## config.mk

```make
export PLATFORM = sky130hd
export DESIGN_NAME = crc8_bit_serial_encode_check
export DESIGN_NICKNAME = d
export VERILOG_FILES = /design/src/crc8_pkg.sv /design/src/crc8_bit_serial_encode_check.sv /design/src/crc8_fifo.sv /design/src/crc8_front.sv /design/src/crc8_back.sv
export SDC_FILE = /design/constraint.sdc
export NUM_CORES = 1
export LEC_CHECK = 0
export ABC_CLOCK_PERIOD_IN_PS = 6000
export BUFFER_PORTS_ARGS = -buffer_cell sky130_fd_sc_hd__buf_2
export CAP_MARGIN = 40
export CORE_ASPECT_RATIO = 1.4
export CORE_MARGIN = 2
export CORE_UTILIZATION = 31
export DETAILED_ROUTE_END_ITERATION = 16
export PLACE_DENSITY = 0.47
export REMOVE_ABC_BUFFERS = 1
export SLEW_MARGIN = 10
export SYNTH_ARGS = -nofsm -noshare
export SYNTH_HDL_FRONTEND = slang
export SYNTH_SLANG_ARGS = --single-unit
```

## constraint.sdc

```tcl
create_clock -name clk -period 6 [get_ports clk]
set_input_delay 0.3 -clock clk [delete_from_list [all_inputs] [get_ports clk]]
set_output_delay 0.3 -clock clk [all_outputs]
set_load 0.05 [all_outputs]
```

## src/crc8_pkg.sv

```systemverilog
package crc8_pkg;

  localparam logic       CMD_ENCODE  = 1'b0;
  localparam logic       CMD_CHECK   = 1'b1;
  localparam logic [7:0] POLY_RESET  = 8'h07;
  localparam int         QUEUE_DEPTH = 4;

  typedef struct packed {
    logic cmd;
    logic in_bit;
    logic in_last;
  } in_item_t;

  typedef struct packed {
    logic out_bit;
    logic is_check;
    logic crc_error;
    logic out_last;
  } out_item_t;

  typedef struct packed {
    logic bit_val;
    logic is_check;
    logic crc_error;
    logic tail;
  } job_t;

endpackage

```

## src/crc8_bit_serial_encode_check.sv

```systemverilog
// Bit-serial CRC encoder and checker (MSB first, zero initial remainder, no
// reflection, no final XOR). One input item, a single bit, is taken every
// cycle while the internal queue has room. In encode mode each item yields one
// output item, and an item marked last yields CRC_WIDTH more, which the output
// stage sends one per cycle unless out_stall holds it; in check mode only the
// last item yields a verdict. Output is therefore paced at one item per cycle
// by the output register while out_stall is low, and input stalls only when
// the four-entry queue between remainder update and output serializer fills,
// which happens during a remainder tail or while the output side is stalled.
// The polynomial register resets to 0x07 and is written through the cfg port,
// which is always ready; write it only while the block is idle.
module crc8_bit_serial_encode_check #(
  parameter int CRC_WIDTH = 8
) (
  input  logic                clk,
  input  logic                rst_n,
  input  logic                cfg_valid,
  output logic                cfg_ready,
  input  logic [7:0]          cfg_data,
  input  logic                in_valid,
  output logic                in_stall,
  input  crc8_pkg::in_item_t  in_item,
  output logic                out_valid,
  input  logic                out_stall,
  output crc8_pkg::out_item_t out_item
);

  localparam int JOB_W = $bits(crc8_pkg::job_t) + CRC_WIDTH;

  logic                 job_push, job_pop, q_full, q_avail;
  crc8_pkg::job_t       push_job, pop_job;
  logic [CRC_WIDTH-1:0] push_rem, pop_rem;
  logic [JOB_W-1:0]     q_out;

  assign cfg_ready = 1'b1;
  assign in_stall  = q_full;
  assign pop_job   = crc8_pkg::job_t'(q_out[JOB_W-1:CRC_WIDTH]);
  assign pop_rem   = q_out[CRC_WIDTH-1:0];

  crc8_front #(.CRC_WIDTH(CRC_WIDTH)) u_front (
    .clk      (clk),
    .rst_n    (rst_n),
    .cfg_valid(cfg_valid),
    .cfg_data (cfg_data),
    .in_valid (in_valid),
    .in_stall (in_stall),
    .in_item  (in_item),
    .job_push (job_push),
    .job      (push_job),
    .job_rem  (push_rem)
  );

  crc8_fifo #(.WIDTH(JOB_W), .DEPTH(crc8_pkg::QUEUE_DEPTH)) u_queue (
    .clk      (clk),
    .rst_n    (rst_n),
    .push     (job_push),
    .push_data({push_job, push_rem}),
    .full     (q_full),
    .pop      (job_pop),
    .pop_data (q_out),
    .not_empty(q_avail)
  );

  crc8_back #(.CRC_WIDTH(CRC_WIDTH)) u_back (
    .clk      (clk),
    .rst_n    (rst_n),
    .job_avail(q_avail),
    .job      (pop_job),
    .job_rem  (pop_rem),
    .job_pop  (job_pop),
    .out_valid(out_valid),
    .out_stall(out_stall),
    .out_item (out_item)
  );

endmodule

```

## src/crc8_fifo.sv

```systemverilog
module crc8_fifo #(
  parameter int WIDTH = 12,
  parameter int DEPTH = 4
) (
  input  logic             clk,
  input  logic             rst_n,
  input  logic             push,
  input  logic [WIDTH-1:0] push_data,
  output logic             full,
  input  logic             pop,
  output logic [WIDTH-1:0] pop_data,
  output logic             not_empty
);

  localparam int PW = (DEPTH > 1) ? $clog2(DEPTH) : 1;
  localparam int CW = $clog2(DEPTH + 1);

  logic [WIDTH-1:0] mem_r [DEPTH];
  logic [PW-1:0]    wr_ptr_r, wr_ptr_nxt;
  logic [PW-1:0]    rd_ptr_r, rd_ptr_nxt;
  logic [CW-1:0]    count_r, count_nxt;
  logic             do_push, do_pop;

  assign full      = (count_r == CW'(DEPTH));
  assign not_empty = (count_r != '0);
  assign do_push   = push && !full;
  assign do_pop    = pop && not_empty;
  assign pop_data  = mem_r[rd_ptr_r];

  always_comb begin
    wr_ptr_nxt = wr_ptr_r;
    rd_ptr_nxt = rd_ptr_r;
    count_nxt  = count_r;
    if (do_push) begin
      wr_ptr_nxt = (wr_ptr_r == PW'(DEPTH - 1)) ? '0 : wr_ptr_r + 1'b1;
    end
    if (do_pop) begin
      rd_ptr_nxt = (rd_ptr_r == PW'(DEPTH - 1)) ? '0 : rd_ptr_r + 1'b1;
    end
    if (do_push && !do_pop) begin
      count_nxt = count_r + 1'b1;
    end else if (do_pop && !do_push) begin
      count_nxt = count_r - 1'b1;
    end
  end

  always_ff @(posedge clk) begin
    if (!rst_n) begin
      wr_ptr_r <= '0;
      rd_ptr_r <= '0;
      count_r  <= '0;
    end else begin
      wr_ptr_r <= wr_ptr_nxt;
      rd_ptr_r <= rd_ptr_nxt;
      count_r  <= count_nxt;
    end
  end

  always_ff @(posedge clk) begin
    if (do_push) begin
      mem_r[wr_ptr_r] <= push_data;
    end
  end

endmodule

```

## src/crc8_front.sv

```systemverilog
module crc8_front #(
  parameter int CRC_WIDTH = 8
) (
  input  logic                 clk,
  input  logic                 rst_n,
  input  logic                 cfg_valid,
  input  logic [7:0]           cfg_data,
  input  logic                 in_valid,
  input  logic                 in_stall,
  input  crc8_pkg::in_item_t   in_item,
  output logic                 job_push,
  output crc8_pkg::job_t       job,
  output logic [CRC_WIDTH-1:0] job_rem
);

  logic [7:0]           poly_r, poly_nxt;
  logic [CRC_WIDTH-1:0] poly_w;
  logic [CRC_WIDTH-1:0] rem_r, rem_nxt;
  logic [CRC_WIDTH-1:0] rem_shl, rem_shifted, rem_upd;
  logic                 top, xor_en, accept, is_chk;

  if (CRC_WIDTH == 8) begin : g_poly_eq
    assign poly_w = poly_r;
  end else if (CRC_WIDTH > 8) begin : g_poly_wide
    assign poly_w = {{(CRC_WIDTH - 8){1'b0}}, poly_r};
  end else begin : g_poly_narrow
    assign poly_w = poly_r[CRC_WIDTH-1:0];
  end

  assign accept  = in_valid && !in_stall;
  assign is_chk  = (in_item.cmd == crc8_pkg::CMD_CHECK);
  assign top     = rem_r[CRC_WIDTH-1];
  assign rem_shl = rem_r << 1;

  always_comb begin
    if (is_chk) begin
      rem_shifted = rem_shl | CRC_WIDTH'(in_item.in_bit);
      xor_en      = top;
    end else begin
      rem_shifted = rem_shl;
      xor_en      = in_item.in_bit ^ top;
    end
    rem_upd = xor_en ? (rem_shifted ^ poly_w) : rem_shifted;

    rem_nxt = rem_r;
    if (accept) begin
      rem_nxt = in_item.in_last ? '0 : rem_upd;
    end
    poly_nxt = cfg_valid ? cfg_data : poly_r;

    job_push      = accept && (!is_chk || in_item.in_last);
    job.bit_val   = is_chk ? 1'b0 : in_item.in_bit;
    job.is_check  = is_chk;
    job.crc_error = is_chk && (rem_upd != '0);
    job.tail      = !is_chk && in_item.in_last;
    job_rem       = rem_upd;
  end

  always_ff @(posedge clk) begin
    if (!rst_n) begin
      poly_r <= crc8_pkg::POLY_RESET;
      rem_r  <= '0;
    end else begin
      poly_r <= poly_nxt;
      rem_r  <= rem_nxt;
    end
  end

endmodule

```

## src/crc8_back.sv

```systemverilog
module crc8_back #(
  parameter int CRC_WIDTH = 8
) (
  input  logic                 clk,
  input  logic                 rst_n,
  input  logic                 job_avail,
  input  crc8_pkg::job_t       job,
  input  logic [CRC_WIDTH-1:0] job_rem,
  output logic                 job_pop,
  output logic                 out_valid,
  input  logic                 out_stall,
  output crc8_pkg::out_item_t  out_item
);

  localparam int CNT_W = $clog2(CRC_WIDTH + 1);

  logic                      valid_r, valid_nxt;
  crc8_pkg::out_item_t       item_r, item_nxt;
  logic [CRC_WIDTH-1:0]      sh_r, sh_nxt;
  logic [CNT_W-1:0]          cnt_r, cnt_nxt;
  logic                      adv;

  assign adv       = !valid_r || !out_stall;
  assign out_valid = valid_r;
  assign out_item  = item_r;

  always_comb begin
    valid_nxt = valid_r;
    item_nxt  = item_r;
    sh_nxt    = sh_r;
    cnt_nxt   = cnt_r;
    job_pop   = 1'b0;
    if (adv) begin
      if (cnt_r != '0) begin
        valid_nxt          = 1'b1;
        item_nxt.out_bit   = sh_r[CRC_WIDTH-1];
        item_nxt.is_check  = 1'b0;
        item_nxt.crc_error = 1'b0;
        item_nxt.out_last  = (cnt_r == CNT_W'(1));
        sh_nxt             = sh_r << 1;
        cnt_nxt            = cnt_r - 1'b1;
      end else if (job_avail) begin
        job_pop            = 1'b1;
        valid_nxt          = 1'b1;
        item_nxt.out_bit   = job.bit_val;
        item_nxt.is_check  = job.is_check;
        item_nxt.crc_error = job.crc_error;
        item_nxt.out_last  = job.is_check;
        sh_nxt             = job_rem;
        cnt_nxt            = job.tail ? CNT_W'(CRC_WIDTH) : '0;
      end else begin
        valid_nxt = 1'b0;
      end
    end
  end

  always_ff @(posedge clk) begin
    if (!rst_n) begin
      valid_r <= 1'b0;
      cnt_r   <= '0;
    end else begin
      valid_r <= valid_nxt;
      cnt_r   <= cnt_nxt;
    end
  end

  always_ff @(posedge clk) begin
    item_r <= item_nxt;
    sh_r   <= sh_nxt;
  end

endmodule
```

=== After elaboration in Yosys (flattened, before gate mapping) ===
Memories as Yosys holds them, arrays and structs flattened. A register that Yosys moved wholly into a read port is not among the register bits.
Index checks and enable logic that the tools add are counted.

* Add/subtract/negate cells: 5
* Eq/ne operators: 4
* Multiplexer cells: 24
* Bitwise logic cells: 3
* Reductions and logical operators: 22

{| class="wikitable"
|+ Operators by type and width
! operator !! number
|-
| $mux W8 || 5
|-
| $mux W4 || 5
|-
| $logic_and A1 B1 Y1 || 8
|-
| $mux W1 || 8
|-
| $mux W2 || 4
|-
| $or A8 B1 Y8 || 1
|-
| $reduce_bool A8 Y1 || 1
|-
| $xor A8 B8 Y8 || 1
|-
| $logic_not A1 Y1 || 6
|-
| $mux W3 || 2
|-
| $add A2 B1 Y2 const B || 2
|-
| $eq A2 B2 Y1 const B || 2
|-
| $eq A4 B1 Y1 const B || 1
|-
| $reduce_bool A2 Y1 || 2
|-
| $reduce_bool A4 Y1 || 1
|-
| $sub A4 B1 Y4 const B || 1
|-
| $add A3 B1 Y3 const B || 1
|-
| $eq A3 B3 Y1 const B || 1
|-
| $reduce_bool A3 Y1 || 1
|-
| $sub A3 B1 Y3 const B || 1
|-
| $logic_or A1 B1 Y1 || 2
|-
| $reduce_and A2 Y1 || 1
|-
| $xor A1 B1 Y1 || 1
|}

* Flip-flop bits (word level): 40
* RAM bits: 48
* Bits of input ports: 16
* Output and inout bits: 7
* Word-level logic and storage cells: 72
* Memories: 1

{| class="wikitable"
|+ Memories
! memory !! words !! width !! read ports !! clocked after memory_dff !! wr ports !! line !! RTL
|-
| u_queue.mem_r || 4 || 12 || 1 || 1 || 1 || crc8_fifo.sv:18 || <nowiki>logic [WIDTH-1:0] mem_r [DEPTH];</nowiki>
|}

=== Longest topological paths before layout ===
Gate-level depths: netlist (run 1).

* Word-level depth: 9
* Depth in mapped cells: 10
* Gate-level depth less buffers: 9

=== Hierarchy ===
A second synthesis (run 1) with hierarchy kept.

* Cells, all modules: 276
* Area total of the unflattened synthesis: 3941.3 µm²

{| class="wikitable"
|+ By module, submodules not included
! module !! instances !! cells an instance !! area an instance (µm²) !! sequential area each (µm²)
|-
| crc8_fifo || 1 || 113 || 2235.9 || 1621.6
|-
| crc8_front || 1 || 110 || 944.7 || 320.3
|-
| crc8_back || 1 || 51 || 749.5 || 460.4
|-
| crc8_bit_serial_encode_check || 1 || 2 || 11.3 || 0.0
|}

=== Worst setup path after synthesis (run 1) ===
OpenSTA, ideal clock, no wires.

* Path type: register to register
* From: register u_queue.count_r[0]
* To: register u_queue.count_r[2]
* Setup time: 0.070 ns
* Arrival time: 2.971 ns
* Data required time: 5.930 ns
* Path slack: 2.959 ns
* Cell stages (with the launch flop): 11
* Path buffers: 1
* Clock period less this slack: 3.041 ns
* Cell sequence: dfxtp_1 nor3b_1 nand2b_1 buf_2 a21oi_2 ha_1 inv_1 fa_1 xor2_1 or3_1 a21oi_1

* Word-level cells in the longest chain between the ends: 8
* Elaborated cells between the ends (all ways): 19
* Classes of those cells: 2 x add/sub; 1 x eq/ne; 5 x mux; 11 x reduce/logical

{| class="wikitable"
|+ Ends and longest elaborated chain
! what !! line !! RTL
|-
| from (decl) || crc8_fifo.sv:21 || <nowiki>logic [CW-1:0] count_r, count_nxt;</nowiki>
|-
| from (signal assigned) || crc8_fifo.sv:55 || <nowiki>count_r <= count_nxt;</nowiki>
|-
| $eq A3 B3 Y1 * || crc8_fifo.sv:24 || <nowiki>assign full = (count_r == CW'(DEPTH));</nowiki>
|-
| via in_stall || crc8_bit_serial_encode_check.sv:21 || <nowiki>output logic in_stall,</nowiki>
|-
| $logic_not A1 Y1 * || crc8_fifo.sv:26, crc8_front.sv:30 ||
|-
| $logic_and A1 B1 Y1 || crc8_front.sv:30 || <nowiki>assign accept = in_valid && !in_stall;</nowiki>
|-
| $logic_and A1 B1 Y1 || crc8_front.sv:51 || <nowiki>job_push = accept && (!is_chk || in_item.in_last);</nowiki>
|-
| $logic_and A1 B1 Y1 * || crc8_fifo.sv:26 || <nowiki>assign do_push = push && !full;</nowiki>
|-
| via u_queue.do_push || crc8_fifo.sv:22 || <nowiki>logic do_push, do_pop;</nowiki>
|-
| $logic_not A1 Y1 || crc8_fifo.sv:42 || <nowiki>end else if (do_pop && !do_push) begin</nowiki>
|-
| $logic_and A1 B1 Y1 || crc8_fifo.sv:42 ||
|-
| $reduce_bool A2 Y1 (no source line) || -- ||
|}

The timed path passes the listed nets; every way through them passes the cells marked *. The select of a mux whose other input is x is not followed.
A chain may end at the register's enable or synchronous reset.

=== Worst setup path in the final report (run 1) ===
* From: register u_back.cnt_r[1]
* To: register u_queue.count_r[2]

* Word-level cells in the longest chain between the ends: 7
* Elaborated cells between the ends (all ways): 9
* Classes of those cells: 3 x mux; 6 x reduce/logical

{| class="wikitable"
|+ Ends and longest elaborated chain
! what !! line !! RTL
|-
| from (decl) || crc8_back.sv:20 || <nowiki>logic [CNT_W-1:0] cnt_r, cnt_nxt;</nowiki>
|-
| from (signal assigned) || crc8_back.sv:63 || <nowiki>cnt_r <= cnt_nxt;</nowiki>
|-
| $reduce_bool A4 Y1 * || crc8_back.sv:34 || <nowiki>if (cnt_r != '0) begin</nowiki>
|-
| $mux W1 * || crc8_back.sv:34 ||
|-
| $mux W1 * || crc8_back.sv:33 || <nowiki>if (adv) begin</nowiki>
|-
| $logic_and A1 B1 Y1 * || crc8_fifo.sv:27 || <nowiki>assign do_pop = pop && not_empty;</nowiki>
|-
| $logic_not A1 Y1 || crc8_fifo.sv:40 || <nowiki>if (do_push && !do_pop) begin</nowiki>
|-
| $logic_and A1 B1 Y1 || crc8_fifo.sv:40 ||
|-
| $mux W3 / $reduce_bool A2 Y1 (equally long branches) || -- ||
|}

Every way passes the cells marked *; elsewhere a longest branch is shown, timed or not.

==> results of run 1 <==
-- kinds of logic (layout without fill, tap and decap cells) --
logic type / after synthesis / after routing / synth area share, %
DFF: 90 / 90 / 62.8
buffers and inverters: 23 / 50 / 3.11
muxes: 33 / 33 / 12.8
AOI/OAI and AO/OA: 27 / 27 / 5.11
adders and majority gates: 7 / 7 / 2.49
other: 1 / 1 / 0.0981
and+or+nand+nor: 72 / 72 / 10.4
xor gates and xnor gates: 11 / 11 / 3.11
-- stage by stage --
stage	utilization [%]	hold slack, ns	setup WS [ns]	instances	instance area (um^2)
after floorplan	-	0.362	2.92	252	3740
after global placement	33.2	0.483	3.35	424	4050
after detailed placement	33.3	0.485	3.28	425	4060
after CTS	35.7	0.166	3.27	441	4350
after global routing	35.7	0.189	3.09	441	4350
final	35.7	0.180	3.32	441	4350
-- sequential cells by signal, indices dropped and copies added (netlist names), named ones only --
register          flops
u_back.sh_r           8
u_back.out_valid      1
u_back.cnt_r          4
u_front.poly_r        8
u_front.rem_r         8
u_back.out_item       4
u_queue.mem_r        48
u_queue.count_r       3
u_queue.wr_ptr_r      2
u_queue.rd_ptr_r      2
-- critical path, cell delays in order, from the launching register on --
cell and delay [ns]:
dfxtp_1 0.36, nor4_4 0.79, nand3_1 0.37, ha_1 0.34, inv_1 0.07, fa_1 0.17, xor2_1 0.07, or3_1 0.31
a21oi_1 0.13
-- path summary, 6_finish.rpt --
kind	slack, ns	cells after the start	end
worst min-delay path	0.18	3	u_front.poly_r[1]
worst min register to register	0.50	2	u_front.poly_r[1]
worst max register to register	3.32	8	u_queue.count_r[2]
worst max-delay path	3.32	8	u_queue.count_r[2]
-- final cells by class --
type                       instances  area [um^2]
fill                            1193         7850
inverter                          11         41.3
sequential                        90         2400
timing repair buffer              23          128
multi-input combinational        151         1300
clock buffer                      10          229
tap                              150          188
clock inverter                     6         57.6
-- power breakdown --
part	switching, mW	leakage, nW	internal [mW]	total (mW)
logic	0.330	0.652	0.269	0.599
clock network	0.226	0.142	0.320	0.545
registers	0.0647	0.808	0.812	0.876
-- routing by layer --
metal	up-vias	GRT usage [%]	routed length [um]	share of wire (%)
met2	31	19.8	3610	53
li1	1010	-	-	-
met3	7	2.89	190	2.8
met5	-	0	0	0
met1	1018	13.0	2920	43
met4	0	5.56	100	1.5
-- synth_stat cells, drive strengths merged, types with 6 or more instances --
cell	instances	share of area, %
and2	7	1.1
buf	11	1.9
dfxtp	30	16
edfxtp	60	47
ha	6	2.0
inv	11	1.1
mux2	8	2.4
mux2i	13	3.4
mux4	12	7.1
nand2	14	1.4
nand4bb	7	2.1
nor2	29	2.8
o21ai	9	1.5
xnor2	6	2.0
==> results.ini, run 1 <==
[sta]
rsz0062_at_grt=false
finalHoldViolations=0
fin_crit_ns=2.68
setup_viol=0
fin_worst_skew_ns=0.00683
fmax_mhz=373
tns_ns=0
max-slew-margin-rel_pct=43.1
finalMaxSlewViolations=0
period_share_pct=44.6
worst-slew-pin-transition_ns=0.847

[die]
start_util_pct=31.4
die_area_um2=13200
die_h_um=135
ios=23
rows=48
core_area_um2=12200
chipWidth_um=97.8

[layout]
num_antenna_cells=0
syn2layout_area_growth_pct=13.7
nets=309
layout-drive-gt1-share_pct=23.0
layout_commonest_cell=edfxtp_1
final_cell_mix=edfxtp_1 (60), dfxtp_1 (30), nor2_1 (29), buf_2 (21), nand2_1 (14)

[placement]
io_buffers=21
gp_congestion=0.758
dp_hpwl_um=4750

[logic_synthesis]
syn_inst=264
async_flop_share_pct=0
avgSynthCellArea_um2=14.5
synth_ff_type=edfxtp_1
ys_seq_area_share_pct=62.8
synth_area_um2=3820
ys_types=44
synth_warnings=0
ys_seq_elements=90
synth_edf_count=60

[setup_path]
crit_required_ns=6.26
cp.arrival_ns=2.94
rr_startpoint=u_back.cnt_r[1]
cp_max_fo=15
path_class=flip-flop to flip-flop
worstSetupStartpointType=flip-flop
end_kind=flip-flop
crit_path_start=u_back.cnt_r[1]

[detailed_routing]
firstDrtPassIters=4
initialDrtViolationCount=107
avgRoutedWirePerCell_um=15.5
vias=2066
vias_per_cell=4.68
drc_errors=0
drtAntennaViolNets=0
wirelength_um=6820

[outcome]
status=finished clean

[pwr]
leakagePower_nw=1.60
ir_drop_uv=146
power.density_nw_per_um2=465
total_power_mw=2.02

[clock_tree]
clkSinkCount=90
cts_resized=0
clkTransAtPathRegs_ns=0.06
htree_num_levels=3
holdBufCountCts=0
cts_root_buf=clkbuf_16
cts_buffers=9
cts_tree=done
insertion_delay_ns=0.34
post_cts_buffers=0
cts_buffer_depth=2

[global_route]
grt_max_degree=25
grt_pass1_vias=2202
grt_first_pass_wirelength_um=11400
grt_overflow=0
grtUsageTotal_pct=11.4
antenna_found_initial=0

[worst_hold_path]
hp-class=input pin to flip-flop
min_from=cfg_data[1]

[flow_run]
cap_violations=0

Note: power is estimated with default switching activity, not from simulation.
==> run 2: changes to the inputs <==
--- a/config.mk
+++ b/config.mk
@@ -5,7 +5,7 @@
 export SDC_FILE = /design/constraint.sdc
 export NUM_CORES = 1
 export LEC_CHECK = 0
-export ABC_CLOCK_PERIOD_IN_PS = 6000
+export ABC_CLOCK_PERIOD_IN_PS = 2700
 export BUFFER_PORTS_ARGS = -buffer_cell sky130_fd_sc_hd__buf_2
 export CAP_MARGIN = 40
 export CORE_ASPECT_RATIO = 1.4
==> constraint.sdc (replaced) <==
create_clock -name clk -period 2.7 [get_ports clk]
set_input_delay 0.135 -clock clk [delete_from_list [all_inputs] [get_ports clk]]
set_output_delay 0.135 -clock clk [all_outputs]
set_load 0.05 [all_outputs]
==> results.ini, run 2 (synthesis results as in run 1) <==
[outcome]
status=finished clean

[setup_path]
cp_max_fo=5
crit_path_top_delay_cell=or3_1
cp.arrival_ns=2.59
worstReg2RegEnd=u_queue.count_r[2]
worstSetupStartpointType=flip-flop
crit_top_cell=or3_1
rr_startpoint=u_queue.count_r[0]
r2r_cells=8
regToRegSetupSlack_ns=0.37
path_class=flip-flop to flip-flop
critical-path-max-stage-delay_ns=0.43
endpoint=u_queue.count_r[2]
crit_buf_inv=1
path_depth=8
cp_top_family=simple AND/OR/NAND/NOR gates
crit_path_start=u_queue.count_r[0]
crit_path_cell_trace=or3_1, nand3_1, ha_1, inv_1, fa_1, xor2_1, or3_1, a21oi_1
end_kind=flip-flop
crit_required_ns=2.97

[placement]
gp_congestion=0.694
placed_cell_area_um2=4130
dp_hpwl_um=4690
io_buffers=21

[sta]
finalMaxSlewViolations=0
period_share_pct=86.2
finalHoldViolations=0
max-slew-margin-rel_pct=53.9
setup_viol=0
worst-slew-pin-transition_ns=0.692
fmax_mhz=430
fin_worst_skew_ns=0.00841
rsz0062_at_grt=false
fin_crit_ns=2.33
tns_ns=0

[detailed_routing]
vias_per_cell=4.65
vias=2091
initialDrtViolationCount=139
drtAntennaViolNets=0
avgRoutedWirePerCell_um=15.4
wirelength_um=6930
drc_errors=0
firstDrtPassIters=4

[layout]
final_cell_mix=edfxtp_1 (60), dfxtp_1 (30), nor2_1 (29), buf_2 (21), nand2_1 (14)
fillers=1191
num_antenna_cells=0
layout_commonest_cell=edfxtp_1
top_register=u_queue.mem_r
syn2layout_area_growth_pct=16.2
nets=318
largest_reg_flops=48
fin_area_um2=4440
layout-drive-gt1-share_pct=24.7

[pwr]
power.density_nw_per_um2=1030
total_power_mw=4.55
ir_drop_uv=431
leakagePower_nw=1.66

[flow_run]
cap_violations=0

[global_route]
grt_first_pass_wirelength_um=11400
grt_max_degree=23
antenna_found_initial=0
grt_pass1_vias=2169
grtUsageTotal_pct=11.3
grt_overflow=0

[clock_tree]
clkTransAtPathRegs_ns=0.07
cts_root_buf=clkbuf_16
cts_buffers=9
cts_tree=done
cts_buffer_depth=2
cts_resized=0
insertion_delay_ns=0.34
htree_num_levels=3
clkSinkCount=90

[die]
ios=23
start_util_pct=31.4
die_area_um2=13200
rows=48
die_h_um=135
core_area_um2=12200
chipWidth_um=97.8

[worst_hold_path]
hp-class=input pin to flip-flop

-- run 2: cell types whose count changed in the layout (fill, tap and decap cells not counted), sizes merged --
| cell | change |
|---|---|
| clkbuf | +1 |
| buf | +7 |
| dlygate4sd3 | +2 |
| clkinvlp | -1 |
-- run 2: per-stage QoR --
step / hold slack, ns / setup slack (ns) / utilization (%) / std cells
2_1_floorplan: 0.197 / -0.380 / - / 252
3_3_place_gp: 0.350 / 0.422 / 33.6 / 431
3_5_place_dp: 0.354 / 0.375 / 33.8 / 432
4_1_cts: 0.00336 / 0.358 / 36.4 / 450
5_1_grt: 0.0351 / 0.190 / 36.4 / 450
6_report: 0.0155 / 0.373 / 36.4 / 450
-- run 2: worst register-to-register path: stages (launching register included) --
cell	delay, ns
dfxtp_1	0.36
or3_1	0.43
nand3_1	0.21
ha_1	0.22
inv_1	0.06
fa_1	0.37
xor2_1	0.18
or3_1	0.30
a21oi_1	0.14
-- run 2: metal layers --
layer  track usage, %  wire length, um  up-vias
met4             5.32              119        0
met2             19.9             3680       33
met1             12.8             2890     1021
met3             2.89              240        7
met5                0                0        -
li1                 -                -     1030
-- run 2: worst min path at each step --
stage | depth (start not counted) | start | endpoint
finish | 3 | cfg_data[1] | u_front.poly_r[1]
global placement | 3 | cfg_data[1] | u_front.poly_r[1]
floorplan | 1 | rst_n | u_front.poly_r[0]
global route | 3 | cfg_data[1] | u_front.poly_r[1]
CTS | 3 | cfg_data[1] | u_front.poly_r[1]
detailed placement | 3 | cfg_data[0] | u_front.poly_r[0]
-- run 2: timing repair --
item | in CTS | in global routing
setup buffers | 0 | 0
endpoints found under the hold margin | 2 | 0
setup endpoints to repair | 0 | 0
hold buffers | 2 | 0
-- run 2: final cells by class --
type	instances	area, um^2	share of cell area, %
inverters	11	41.3	0.930
clock inverters	5	53.8	1.21
repair buffers	32	213	4.79
flip-flops and latches	90	2400	54.1
well taps	150	188	4.23
multi-input cells	151	1300	29.3
clock buffers	11	243	5.46
-- run 2: power breakdown --
group	total (mW)	internal, mW	switching [mW]
clock	1.24	0.739	0.498
combinational	1.38	0.624	0.753
sequential	1.94	1.80	0.136
==> run 3: changes to the inputs <==
--- a/config.mk
+++ b/config.mk
@@ -9,7 +9,7 @@
 export BUFFER_PORTS_ARGS = -buffer_cell sky130_fd_sc_hd__buf_2
 export CAP_MARGIN = 40
 export CORE_ASPECT_RATIO = 1.4
-export CORE_MARGIN = 2
+export CORE_MARGIN = 1
 export CORE_UTILIZATION = 31
 export DETAILED_ROUTE_END_ITERATION = 16
 export PLACE_DENSITY = 0.47
==> results.ini, run 3 (synthesis results as in run 1) <==
[clock_tree]
cts_tree=done
post_cts_buffers=0
cts_buffers=9
clkSinkCount=90
holdBufCountCts=0
cts_buffer_depth=2
clkTransAtPathRegs_ns=0.06
cts_root_buf=clkbuf_16
cts_resized=0
insertion_delay_ns=0.34
htree_num_levels=3

[detailed_routing]
drc_errors=0
firstDrtPassIters=4
vias_per_cell=4.65
wirelength_um=6890
drtAntennaViolNets=0
initialDrtViolationCount=58
vias=2061
avgRoutedWirePerCell_um=15.6

[placement]
gp_congestion=0.714
dp_hpwl_um=4760
placed_cell_area_um2=4100
io_buffers=21
place_ws_ns=0.366

[layout]
layout-drive-gt1-share_pct=24.3
layout_commonest_cell=edfxtp_1
nets=315
largest_reg_flops=48
final_core_util_pct=36.7
fin_area_um2=4390
top_register=u_queue.mem_r
final_cell_mix=edfxtp_1 (60), dfxtp_1 (30), nor2_1 (29), buf_2 (21), nand2_1 (14)
num_antenna_cells=0
syn2layout_area_growth_pct=14.8

[flow_run]
cap_violations=0

[sta]
period_share_pct=87.9
fin_crit_ns=2.37
fmax_mhz=421
finalHoldViolations=0
worst-slew-pin-transition_ns=0.713
holdWs_ns=0.00957
rsz0062_at_grt=false
finalMaxSlewViolations=0
tns_ns=0
max-slew-margin-rel_pct=52.4
setup_viol=0
setup_ws_ns=0.326
fin_worst_skew_ns=0.00461

[setup_path]
r2r_cells=8
worstSetupStartpointType=flip-flop
crit_path_top_delay_cell=or3_1
regToRegSetupSlack_ns=0.33
rr_startpoint=u_queue.count_r[0]
end_kind=flip-flop
crit_top_cell=or3_1
path_class=flip-flop to flip-flop
crit_path_cell_trace=or3_1, nand3_1, ha_1, inv_1, fa_1, xor2_1, or3_1, a21oi_1
cp.arrival_ns=2.64
cp_top_family=simple AND/OR/NAND/NOR gates
worstReg2RegEnd=u_queue.count_r[2]
crit_buf_inv=1
critical-path-max-stage-delay_ns=0.44
crit_required_ns=2.97
cp_max_fo=5

[outcome]
status=finished clean

[global_route]
grtUsageTotal_pct=12.1
grt_first_pass_wirelength_um=11100
antenna_found_initial=0
grt_pass1_vias=2155
grt_max_degree=17
grt_overflow=0

[pwr]
p_sw_share_pct=30.8
p_seq_share_pct=43.0
p_comb_share_pct=30.2
power.density_nw_per_um2=1030
leakagePower_nw=1.63
switchingPower_mw=1.39
p_int_mw=3.13
ir_drop_uv=377
p_clk_share_pct=26.8

[die]
start_util_pct=32.0
die_h_um=133
ios=23
core_area_um2=11900
chipWidth_um=95.8
die_area_um2=12800
rows=47

[worst_hold_path]
whs_path_depth=3
min_from=cfg_data[0]
hp-class=input pin to flip-flop
holdPathEnd=u_front.poly_r[0]

run 3: cell count changes in the layout (fill, tap and decap cells not counted), sizes merged:
cell / change
clkinv: -1
dlygate4sd3: -2
clkinvlp: +1
buf: -1
clkbuf: -1
run 3: layer usage:
| layer | track usage [%] | vias to the layer above | wire length, um |
|---|---|---|---|
| li1 | - | 1023 | - |
| met1 | 14.0 | 1001 | 2960 |
| met2 | 20.8 | 26 | 3610 |
| met3 | 2.68 | 11 | 162 |
| met4 | 5.97 | 0 | 166 |
| met5 | 0 | - | 0 |
run 3: worst register-to-register path: cells and delay by family, from the launching register on:
kind,cells,cell delay [ns]
compound gates,1,0.14
xor+xnor,1,0.18
fa+ha+maj,2,0.60
buf+inv,1,0.06
flops,1,0.36
simple gates,3,0.97
run 3: power groups by stage:
| stage | sequential, mW | combinational (mW) | clock (mW) |
|---|---|---|---|
| after floorplan | 2.11 | 0.861 | 0 |
| after global placement | 1.97 | 1.38 | 0 |
| after detailed placement | 1.98 | 1.39 | 0 |
| after CTS | 1.95 | 1.40 | 1.25 |
| after global routing | 1.97 | 1.51 | 1.29 |
| final | 1.94 | 1.36 | 1.21 |
run 3: worst max path at each step:
stage,slack [ns],start,end,depth (start not counted)
2_1_floorplan,-0.38,u_queue.count_r[0],u_queue.count_r[2],9
3_3_place_gp,0.38,u_queue.count_r[0],u_queue.count_r[2],8
3_5_place_dp,0.37,u_queue.count_r[0],u_queue.count_r[2],8
4_1_cts,0.35,u_queue.count_r[0],u_queue.count_r[2],8
5_1_grt,0.21,u_queue.count_r[0],u_queue.count_r[2],9
6_report,0.33,u_queue.count_r[0],u_queue.count_r[2],8
run 3: cell type report:
class                   count  area (um^2)
clock inverters             5         56.3
well taps                 147          184
fillers                  1148         7550
repair buffers             29          173
flip-flops and latches     90         2400
inverters                  11         41.3
multi-input cells         151         1300
clock buffers              10          229
run 3: through the flow:
step / total power [mW] / cells
after CTS: 4.60 / 443
after floorplan: 2.98 / 252
final: 4.52 / 443
after global routing: 4.77 / 443
after global placement: 3.35 / 427
after detailed placement: 3.37 / 428
